File: config.mk
export PLATFORM = sky130hd
export DESIGN_NAME = rsa_div
export DESIGN_NICKNAME = d
export VERILOG_FILES = /design/src/rsa_key_setup_and_modexp_assert.svh /design/src/rsa_pkg.sv /design/src/rsa_div.sv
export SDC_FILE = /design/constraint.sdc
export NUM_CORES = 1
export LEC_CHECK = 0
export ABC_CLOCK_PERIOD_IN_PS = 8350
export BUFFER_PORTS_ARGS = -buffer_cell sky130_fd_sc_hd__buf_4
export CAP_MARGIN = 20
export CORE_ASPECT_RATIO = 1.1
export CORE_MARGIN = 2
export CORE_UTILIZATION = 50
export DETAILED_ROUTE_END_ITERATION = 7
export PLACE_DENSITY_LB_ADDON = 0.1
export SYNTH_ARGS = -nofsm -noshare
export SYNTH_HDL_FRONTEND = slang
export SYNTH_SLANG_ARGS = --single-unit
File: constraint.sdc
create_clock -name clk -period 8.35 [get_ports clk]
set_input_delay 1.67 -clock clk [delete_from_list [all_inputs] [get_ports clk]]
set_output_delay 1.67 -clock clk [all_outputs]
set_load 0.01 [all_outputs]
File: src/rsa_key_setup_and_modexp_assert.svh
// Assertion macros for the RSA engine.
// Used by the top level only; needs clk and rst in scope.
`ifndef RSA_KEY_SETUP_AND_MODEXP_ASSERT_SVH
`define RSA_KEY_SETUP_AND_MODEXP_ASSERT_SVH
// Implication checked at every rising clock edge outside reset.
`define RSA_ASSERT_IMP(lbl, ante, cons) \
  lbl: assert property (@(posedge clk) disable iff (rst) (ante) |-> (cons)) \
    else $error("assertion failed");
// Implication checked in the cycle after the antecedent.
`define RSA_ASSERT_NEXT(lbl, ante, cons) \
  lbl: assert property (@(posedge clk) disable iff (rst) (ante) |=> (cons)) \
    else $error("assertion failed");
`endif

File: src/rsa_pkg.sv
// Shared types and constants of the RSA engine.
// No dependencies.
package rsa_pkg;
  localparam int PRIME_BITS = 16;
  localparam int WORD_BITS = 32;
  localparam int DIV_BITS = 64;

  typedef enum logic [1:0] {
    ACT_ENC    = 2'd0,
    ACT_DEC    = 2'd1,
    ACT_VERIFY = 2'd2,
    ACT_DERIVE = 2'd3
  } action_t;

  typedef enum logic [0:0] {
    REG_P = 1'b0,
    REG_Q = 1'b1
  } reg_idx_t;

  // Request and reply of the shared divider.
  typedef struct packed {
    logic                start;
    logic [DIV_BITS-1:0] dividend;
    logic [DIV_BITS-1:0] divisor;
  } div_req_t;

  typedef struct packed {
    logic                done;
    logic [DIV_BITS-1:0] quotient;
    logic [DIV_BITS-1:0] remainder;
  } div_rsp_t;
endpackage

File: src/rsa_div.sv
// Restoring binary divider, one quotient bit per cycle.
// Depends on rsa_pkg. Divisor zero is never requested.
module rsa_div import rsa_pkg::*; (
  input  logic     clk,
  input  logic     rst,
  input  div_req_t req,
  output div_rsp_t rsp
);
  logic [DIV_BITS-1:0] quo;
  logic [DIV_BITS-1:0] rem;
  logic [DIV_BITS-1:0] dvs;
  logic [6:0]          cnt;
  logic                busy;
  logic [DIV_BITS:0]   trial;
  logic                done;

  assign trial = {rem, quo[DIV_BITS-1]} - {1'b0, dvs};

  always_ff @(posedge clk) begin
    if (rst) begin
      busy <= 1'b0;
      done <= 1'b0;
      cnt  <= '0;
    end else begin
      done <= 1'b0;
      if (req.start) begin
        busy <= 1'b1;
        quo  <= req.dividend;
        rem  <= '0;
        dvs  <= req.divisor;
        cnt  <= 7'(DIV_BITS);
      end else if (busy) begin
        // Shift the next dividend bit into the partial remainder.
        if (!trial[DIV_BITS]) begin
          rem <= trial[DIV_BITS-1:0];
          quo <= {quo[DIV_BITS-2:0], 1'b1};
        end else begin
          rem <= {rem[DIV_BITS-2:0], quo[DIV_BITS-1]};
          quo <= {quo[DIV_BITS-2:0], 1'b0};
        end
        cnt <= cnt - 7'd1;
        if (cnt == 7'd1) begin
          busy <= 1'b0;
          done <= 1'b1;
        end
      end
    end
  end

  assign rsp.done      = done;
  assign rsp.quotient  = quo;
  assign rsp.remainder = rem;
endmodule

==> results of run 1 <==
[synth_stat cells, types with 3 or more instances]
master	n
or3_1	10
o21ai_0	96
nand2b_1	3
xor2_1	22
and3_1	10
or4b_1	3
o21a_1	7
o31ai_1	6
nand3_1	58
nor2_1	42
nand4_1	24
edfxtp_1	192
a211o_1	3
ha_1	66
nor4_1	5
mux2_2	63
and2_1	4
xnor2_1	35
and4_1	4
a21oi_1	144
clkbuf_1	55
nor2b_1	8
o21bai_1	16
a211oi_1	14
buf_1	3
a31oi_1	10
buf_2	14
a21o_1	32
a221oi_1	3
dfxtp_1	9
inv_1	85
a221o_1	5
nor3_1	13
nand2_1	66
o211ai_1	7
[per-stage QoR]
step | hold slack (ns) | util | instance area (um^2)
floorplan | 0.469 | - | 12200
global placement | 0.482 | 0.591 | 14300
detailed placement | 0.495 | 0.591 | 14300
CTS | 0.501 | 0.626 | 15200
global route | 0.536 | 0.626 | 15200
finish | 0.499 | 0.626 | 15200
[per-layer routing]
| metal | global-route usage | vias to the layer above | wire [um] | part of all wire |
|---|---|---|---|---|
| li1 | - | 4851 | - | - |
| met1 | 0.308 | 4772 | 13700 | 0.41 |
| met2 | 0.434 | 336 | 16200 | 0.49 |
| met3 | 0.0638 | 47 | 2550 | 0.077 |
| met4 | 0.0664 | 0 | 759 | 0.023 |
| met5 | 0 | - | 0 | 0 |
[power groups by stage]
stage	Clock, W	Sequential [W]	Combinational (W)
2_1_floorplan	0	0.00131	0.000628
3_3_place_gp	0	0.00129	0.000942
3_5_place_dp	0	0.00129	0.000950
4_1_cts	0.00116	0.00127	0.000955
5_1_grt	0.00120	0.00128	0.00106
6_report	0.00114	0.00127	0.000960
[cell usage in the layout, fill, tap and decap left out, types with 4 or more instances in the layout]
master,count
buf_4,266
edfxtp_1,192
a21oi_1,144
o21ai_0,96
inv_1,85
nand2_1,66
ha_1,66
mux2_2,63
nand3_1,57
nor2_1,40
xnor2_1,35
a21o_1,32
clkbuf_16,25
nand4_1,24
xor2_1,22
o21bai_1,16
a211oi_1,14
nor3_1,13
or3_1,10
and3_1,10
a31oi_1,10
dfxtp_1,9
nor2b_1,8
o21a_1,7
o211ai_1,7
o31ai_1,6
nor4_1,5
a221o_1,5
clkbuf_1,5
bufinv_16,5
and2_1,4
and4_1,4
[sequential cells by signal, summed over array words and instances (netlist names)]
name,count
cnt,7
rem,64
dvs,64
quo,64
busy,1
done,1
[how the worst min path moves through the flow]
stage	end	cells after the start	start	slack, ns
2_1_floorplan	cnt[1]$_SDFFE_PP0P_	2	cnt[1]$_SDFFE_PP0P_	0.47
4_1_cts	cnt[1]$_SDFFE_PP0P_	2	cnt[1]$_SDFFE_PP0P_	0.50
3_3_place_gp	cnt[1]$_SDFFE_PP0P_	2	cnt[1]$_SDFFE_PP0P_	0.48
6_report	cnt[1]$_SDFFE_PP0P_	2	cnt[1]$_SDFFE_PP0P_	0.50
3_5_place_dp	cnt[1]$_SDFFE_PP0P_	2	cnt[1]$_SDFFE_PP0P_	0.50
5_1_grt	cnt[1]$_SDFFE_PP0P_	2	cnt[1]$_SDFFE_PP0P_	0.54
[cells by family after synthesis]
group,synth area share
xor+xnor,0.0408
flops,0.486
mux,0.0588
fa+ha+maj,0.0692
simple gates,0.111
buf+inv,0.0521
compound gates,0.182
[final cells by class]
cell class	instances	area [um^2]
inverters	85	319
fillers	2076	9060
multi-input cells	822	5670
well taps	310	388
clock buffers	30	644
repair buffers	267	2020
flip-flops and latches	201	5950
clock inverters	14	205
[worst max-delay path, cell delays in order (launching register included)]
cell,delay (ns)
edfxtp_1,0.42
ha_1,0.50
nand4_2,0.18
or3_1,0.39
nor4_1,0.37
nand2_1,0.09
a211oi_1,0.41
o211ai_2,0.17
nand3_2,0.16
a21o_1,0.69
buf_4,0.51
nand3_1,0.22
o32ai_1,0.31
==> flow_summary.yaml, run 1 <==
yosys:
  yosysSeqAreaShare: 0.486
  synth_area_leaders: "edfxtp_1 47%, ha_1 6.8%, a21oi_1 5.9%, mux2_2 5.8%, o21ai_0 3.9%"
  synthFlopType: "edfxtp_1"
  synth_warnings: 0
  synthArstFlopShare: 0
  syn_inst: 1183
  ys_types: 72
  syn_nets: 1381
  ys_ff_latch: 201
  synth_edf_count: 192
  syn-cell-area_um2: 12200
  syn_avg_cell_area_um2: 10.3
  yosysTopAreaCell: "edfxtp_1"
  yosysTopAreaCellShare: 0.472
timing:
  period_share: 0.551
  max_freq_ghz: 0.218
  worst_pin_slew_ns: 0.942
  setup_viol: 0
  hold_viol: 0
  fin_worst_skew_ns: 0.0200
  slew_violations: 0
  tns_ns: 0
  setup_ws_ns: 3.75
  rsz0062_at_grt: "no"
  slew-limit-headroom: 0.370
  min_period_ns: 4.60
cts:
  h-tree-depth: 1
  insertion_delay_ns: 0.53
  cts.sinks: 201
  cts_resized: 0
  cts-hold-fix-buffers: 0
  cts_setup_buffers: 0
  clockBufferDepth: 3
  ctsRootBufferMaster: "clkbuf_16"
  clk_pin_slew_ns: 0.06
  cts_tree: "built"
  numCtsBuffers: 24
floorplan:
  die_y_um: 168
  io_pins: 260
  start_util: 0.504
  die_x_um: 153
  fp-row-count: 60
  die-area_um2: 25700
  core_um2: 24200
cells_and_area:
  layout-drive-gt1-share: 0.271
  area_delta_synth_final_pct: 24.2
  fin_nets: 1599
  stdcell_count: 1729
  num_antenna_cells: 0
drt:
  num_vias: 10000
  firstDrtPassIters: 5
  drcViolationCount: 0
  first_iter_violations: 682
  wl_per_cell_um: 19.2
  vias_per_cell: 5.79
  drtAntennaViolNets: 0
  wirelength_um: 33200
place:
  dp_hpwl_um: 23900
  globalplace.congestion: 0.912
  numPortBuffers: 259
  place_inst: 1684
  pre_cts_ws_ns: 3.76
global_routing:
  grt_pass1_vias: 10200
  overflow: 0
  grt_max_degree: 75
  groute.usage.overall: 0.249
  grt_pass1_wl_um: 52400
  antenna_found_initial: 0
power:
  seqPwrFrac: 0.377
  power_w: 0.00337
  internal_power_w: 0.00233
  p_comb_frac: 0.285
  peakVddDrop_uv: 179
  p_clk_frac: 0.338
  p_leak_nw: 6.31
  p_per_area_nw_per_um2: 222
  net-switching-power_w: 0.00104
  switching_share: 0.309
setup_path:
  crit_path_start: "rem[36]$_SDFFCE_PP0P_"
  path_class: "reg -> reg"
  worstPathArrival_ns: 4.95
  reg2reg_depth: 12
  crit_path_end_kind: "register"
  r2r-start: "rem[36]$_SDFFCE_PP0P_"
  required_ns: 8.70
  worstReg2RegEnd: "rem[61]$_SDFFCE_PP0P_"
  r2r_setup_slack_ns: 3.75
  start_kind: "register"
  critPathMaxFanout: 32
  worstSetupEndpoint: "rem[61]$_SDFFCE_PP0P_"
run_status:
  status: "complete, no violations"
min_path:
  min_path_type: "reg -> reg"
run:
  maxCapViolations: 0
Power figures use the tool's default switching activity.
==> run 2: changes to the inputs <==
--- a/config.mk
+++ b/config.mk
@@ -5,12 +5,12 @@
 export SDC_FILE = /design/constraint.sdc
 export NUM_CORES = 1
 export LEC_CHECK = 0
-export ABC_CLOCK_PERIOD_IN_PS = 8350
+export ABC_CLOCK_PERIOD_IN_PS = 4400
 export BUFFER_PORTS_ARGS = -buffer_cell sky130_fd_sc_hd__buf_4
 export CAP_MARGIN = 20
 export CORE_ASPECT_RATIO = 1.1
 export CORE_MARGIN = 2
-export CORE_UTILIZATION = 50
+export CORE_UTILIZATION = 56
 export DETAILED_ROUTE_END_ITERATION = 7
 export PLACE_DENSITY_LB_ADDON = 0.1
 export SYNTH_ARGS = -nofsm -noshare
==> constraint.sdc (replaced) <==
create_clock -name clk -period 4.4 [get_ports clk]
set_input_delay 0.88 -clock clk [delete_from_list [all_inputs] [get_ports clk]]
set_output_delay 0.88 -clock clk [all_outputs]
set_load 0.01 [all_outputs]
==> run 2 against run 1 <==
  * Global-route usage grew 2.9 points
  * Total power grew 87%
  * Register-to-register slack got worse by 3.3 ns
  * Critical endpoint is now rem[21]$_SDFFCE_PP0P_
  * Die area decreased by 10%
  * Sequential share of layout area shrank 0.064 points
  * Largest cell class unchanged
  * Largest power group unchanged
==> flow_summary.yaml, run 2 (synthesized netlist as in run 1, its figures left out) <==
run_status:
  status: "complete, no violations"
global_routing:
  groute.usage.overall: 0.278
  grt_max_degree: 80
  antenna_found_initial: 0
  overflow: 0
  grt_pass1_wl_um: 51500
  grt_pass1_vias: 10100
drt:
  wirelength_um: 32700
  vias_per_cell: 5.90
  firstDrtPassIters: 5
  first_iter_violations: 671
  drtAntennaViolNets: 0
  wl_per_cell_um: 19.0
  drcViolationCount: 0
  num_vias: 10100
setup_path:
  start_kind: "register"
  critPathMaxFanout: 44
  cp_slowest_stage_delay_ns: 0.53
  path_cells: "ha_1, nand4_2, or3_1, nor4_1, nand2_1, a211oi_1, o211ai_2, nand3_2, and3_4, buf_4, o21ai_0, a21oi_1"
  worstPathArrival_ns: 4.33
  cp_slowest_cell: "and3_4"
  path_class: "reg -> reg"
  crit_path_end_kind: "register"
  required_ns: 4.75
  reg2reg_depth: 12
  r2r_setup_slack_ns: 0.42
  worstReg2RegEnd: "rem[21]$_SDFFCE_PP0P_"
  r2r-start: "rem[35]$_SDFFCE_PP0P_"
  crit_buf_inv: 1
  cp_top_family: "simple AND/OR/NAND/NOR gates"
cts:
  insertion_delay_ns: 0.52
  clockBufferDepth: 3
  h-tree-depth: 1
  cts_setup_buffers: 0
  numCtsBuffers: 24
  ctsRootBufferMaster: "clkbuf_16"
  clk_pin_slew_ns: 0.06
  cts_tree: "built"
  cts.sinks: 201
  cts-hold-fix-buffers: 0
  cts_resized: 0
timing:
  fin_worst_skew_ns: 0.0108
  slew_violations: 0
  slew-limit-headroom: 0.445
  period_share: 0.905
  worst_pin_slew_ns: 0.832
  max_freq_ghz: 0.251
  setup_viol: 0
  tns_ns: 0
  rsz0062_at_grt: "no"
  hold_viol: 0
  min_period_ns: 3.98
floorplan:
  die-area_um2: 23000
  io_pins: 260
  fp-row-count: 56
  core_um2: 21400
  start_util: 0.572
  die_y_um: 159
  die_x_um: 145
min_path:
  hold_start: "cnt[1]$_SDFFE_PP0P_"
  min_path_type: "reg -> reg"
  min_to: "cnt[1]$_SDFFE_PP0P_"
  hold_depth: 2
cells_and_area:
  top_regs: "dvs: 64 flops, quo: 64 flops, rem: 64 flops"
  fin_nets: 1610
  layout-drive-gt1-share: 0.277
  layout_commonest_cell: "buf_4"
  stdcell_count: 1718
  area_delta_synth_final_pct: 24.4
  num_antenna_cells: 0
  mostFrequentLayoutCells: "276 x buf_4, 192 x edfxtp_1, 144 x a21oi_1"
place:
  dp_hpwl_um: 24000
  place_inst: 1676
  globalplace.congestion: 0.921
  numPortBuffers: 259
power:
  p_per_area_nw_per_um2: 413
  p_leak_nw: 6.36
  peakVddDrop_uv: 371
run:
  maxCapViolations: 0
==> run 2: cell count changes in the layout (fill, tap and decap cells not counted), moves of 2 or more <==
cell       delta
clkinv_2      +3
bufinv_16     -2
buf_4        +10
clkbuf_8      +2
clkbuf_1      -3
==> run 2: power breakdown <==
part,internal (W),switching (W)
combinational,0.000795,0.00105
sequential,0.00231,0.000106
clock,0.00124,0.000783
total,0.00435,0.00194
==> run 2: area by class of cell <==
type | count | area (um^2)
clock buffer | 29 | 661
clock inverter | 13 | 144
fill | 1638 | 6160
inverter | 85 | 319
multi-input combinational | 822 | 5670
sequential | 201 | 5950
tap | 290 | 363
timing repair buffer | 278 | 2110
==> run 2: worst max-delay path by stage <==
stage,start,to,depth (start not counted)
after floorplan,req[128],quo[0]$_DFFE_PP_,3
after global placement,rem[22]$_SDFFCE_PP0P_,rem[39]$_SDFFCE_PP0P_,11
after detailed placement,rem[35]$_SDFFCE_PP0P_,rem[21]$_SDFFCE_PP0P_,12
after CTS,rem[35]$_SDFFCE_PP0P_,rem[21]$_SDFFCE_PP0P_,12
after global routing,rem[36]$_SDFFCE_PP0P_,rem[21]$_SDFFCE_PP0P_,12
final,rem[35]$_SDFFCE_PP0P_,rem[21]$_SDFFCE_PP0P_,12
==> run 2: worst min-delay path, stage by stage (launching register included) <==
cell	delay, ns
dfxtp_1	0.32
nor2_1	0.08
a211oi_1	0.05
==> run 2: per-layer routing <==
layer / part of all wire / vias to the layer above / wire (um) / GRT usage
met2: 0.49 / 400 / 15900 / 0.473
met5: 0 / - / 0 / 0
met4: 0.027 / 0 / 874 / 0.0768
met3: 0.083 / 63 / 2700 / 0.0692
li1: - / 4875 / - / -
met1: 0.40 / 4798 / 13200 / 0.351
==> run 2: per-stage QoR <==
step	util	cell area [um^2]	power (W)	setup slack (ns)	hold WS (ns)
2_1_floorplan	-	12200	0.00367	0.821	0.469
3_3_place_gp	0.674	14400	0.00424	0.539	0.486
3_5_place_dp	0.674	14400	0.00427	0.439	0.493
4_1_cts	0.712	15200	0.00631	0.423	0.497
5_1_grt	0.712	15200	0.00659	0.113	0.513
6_report	0.712	15200	0.00628	0.416	0.495
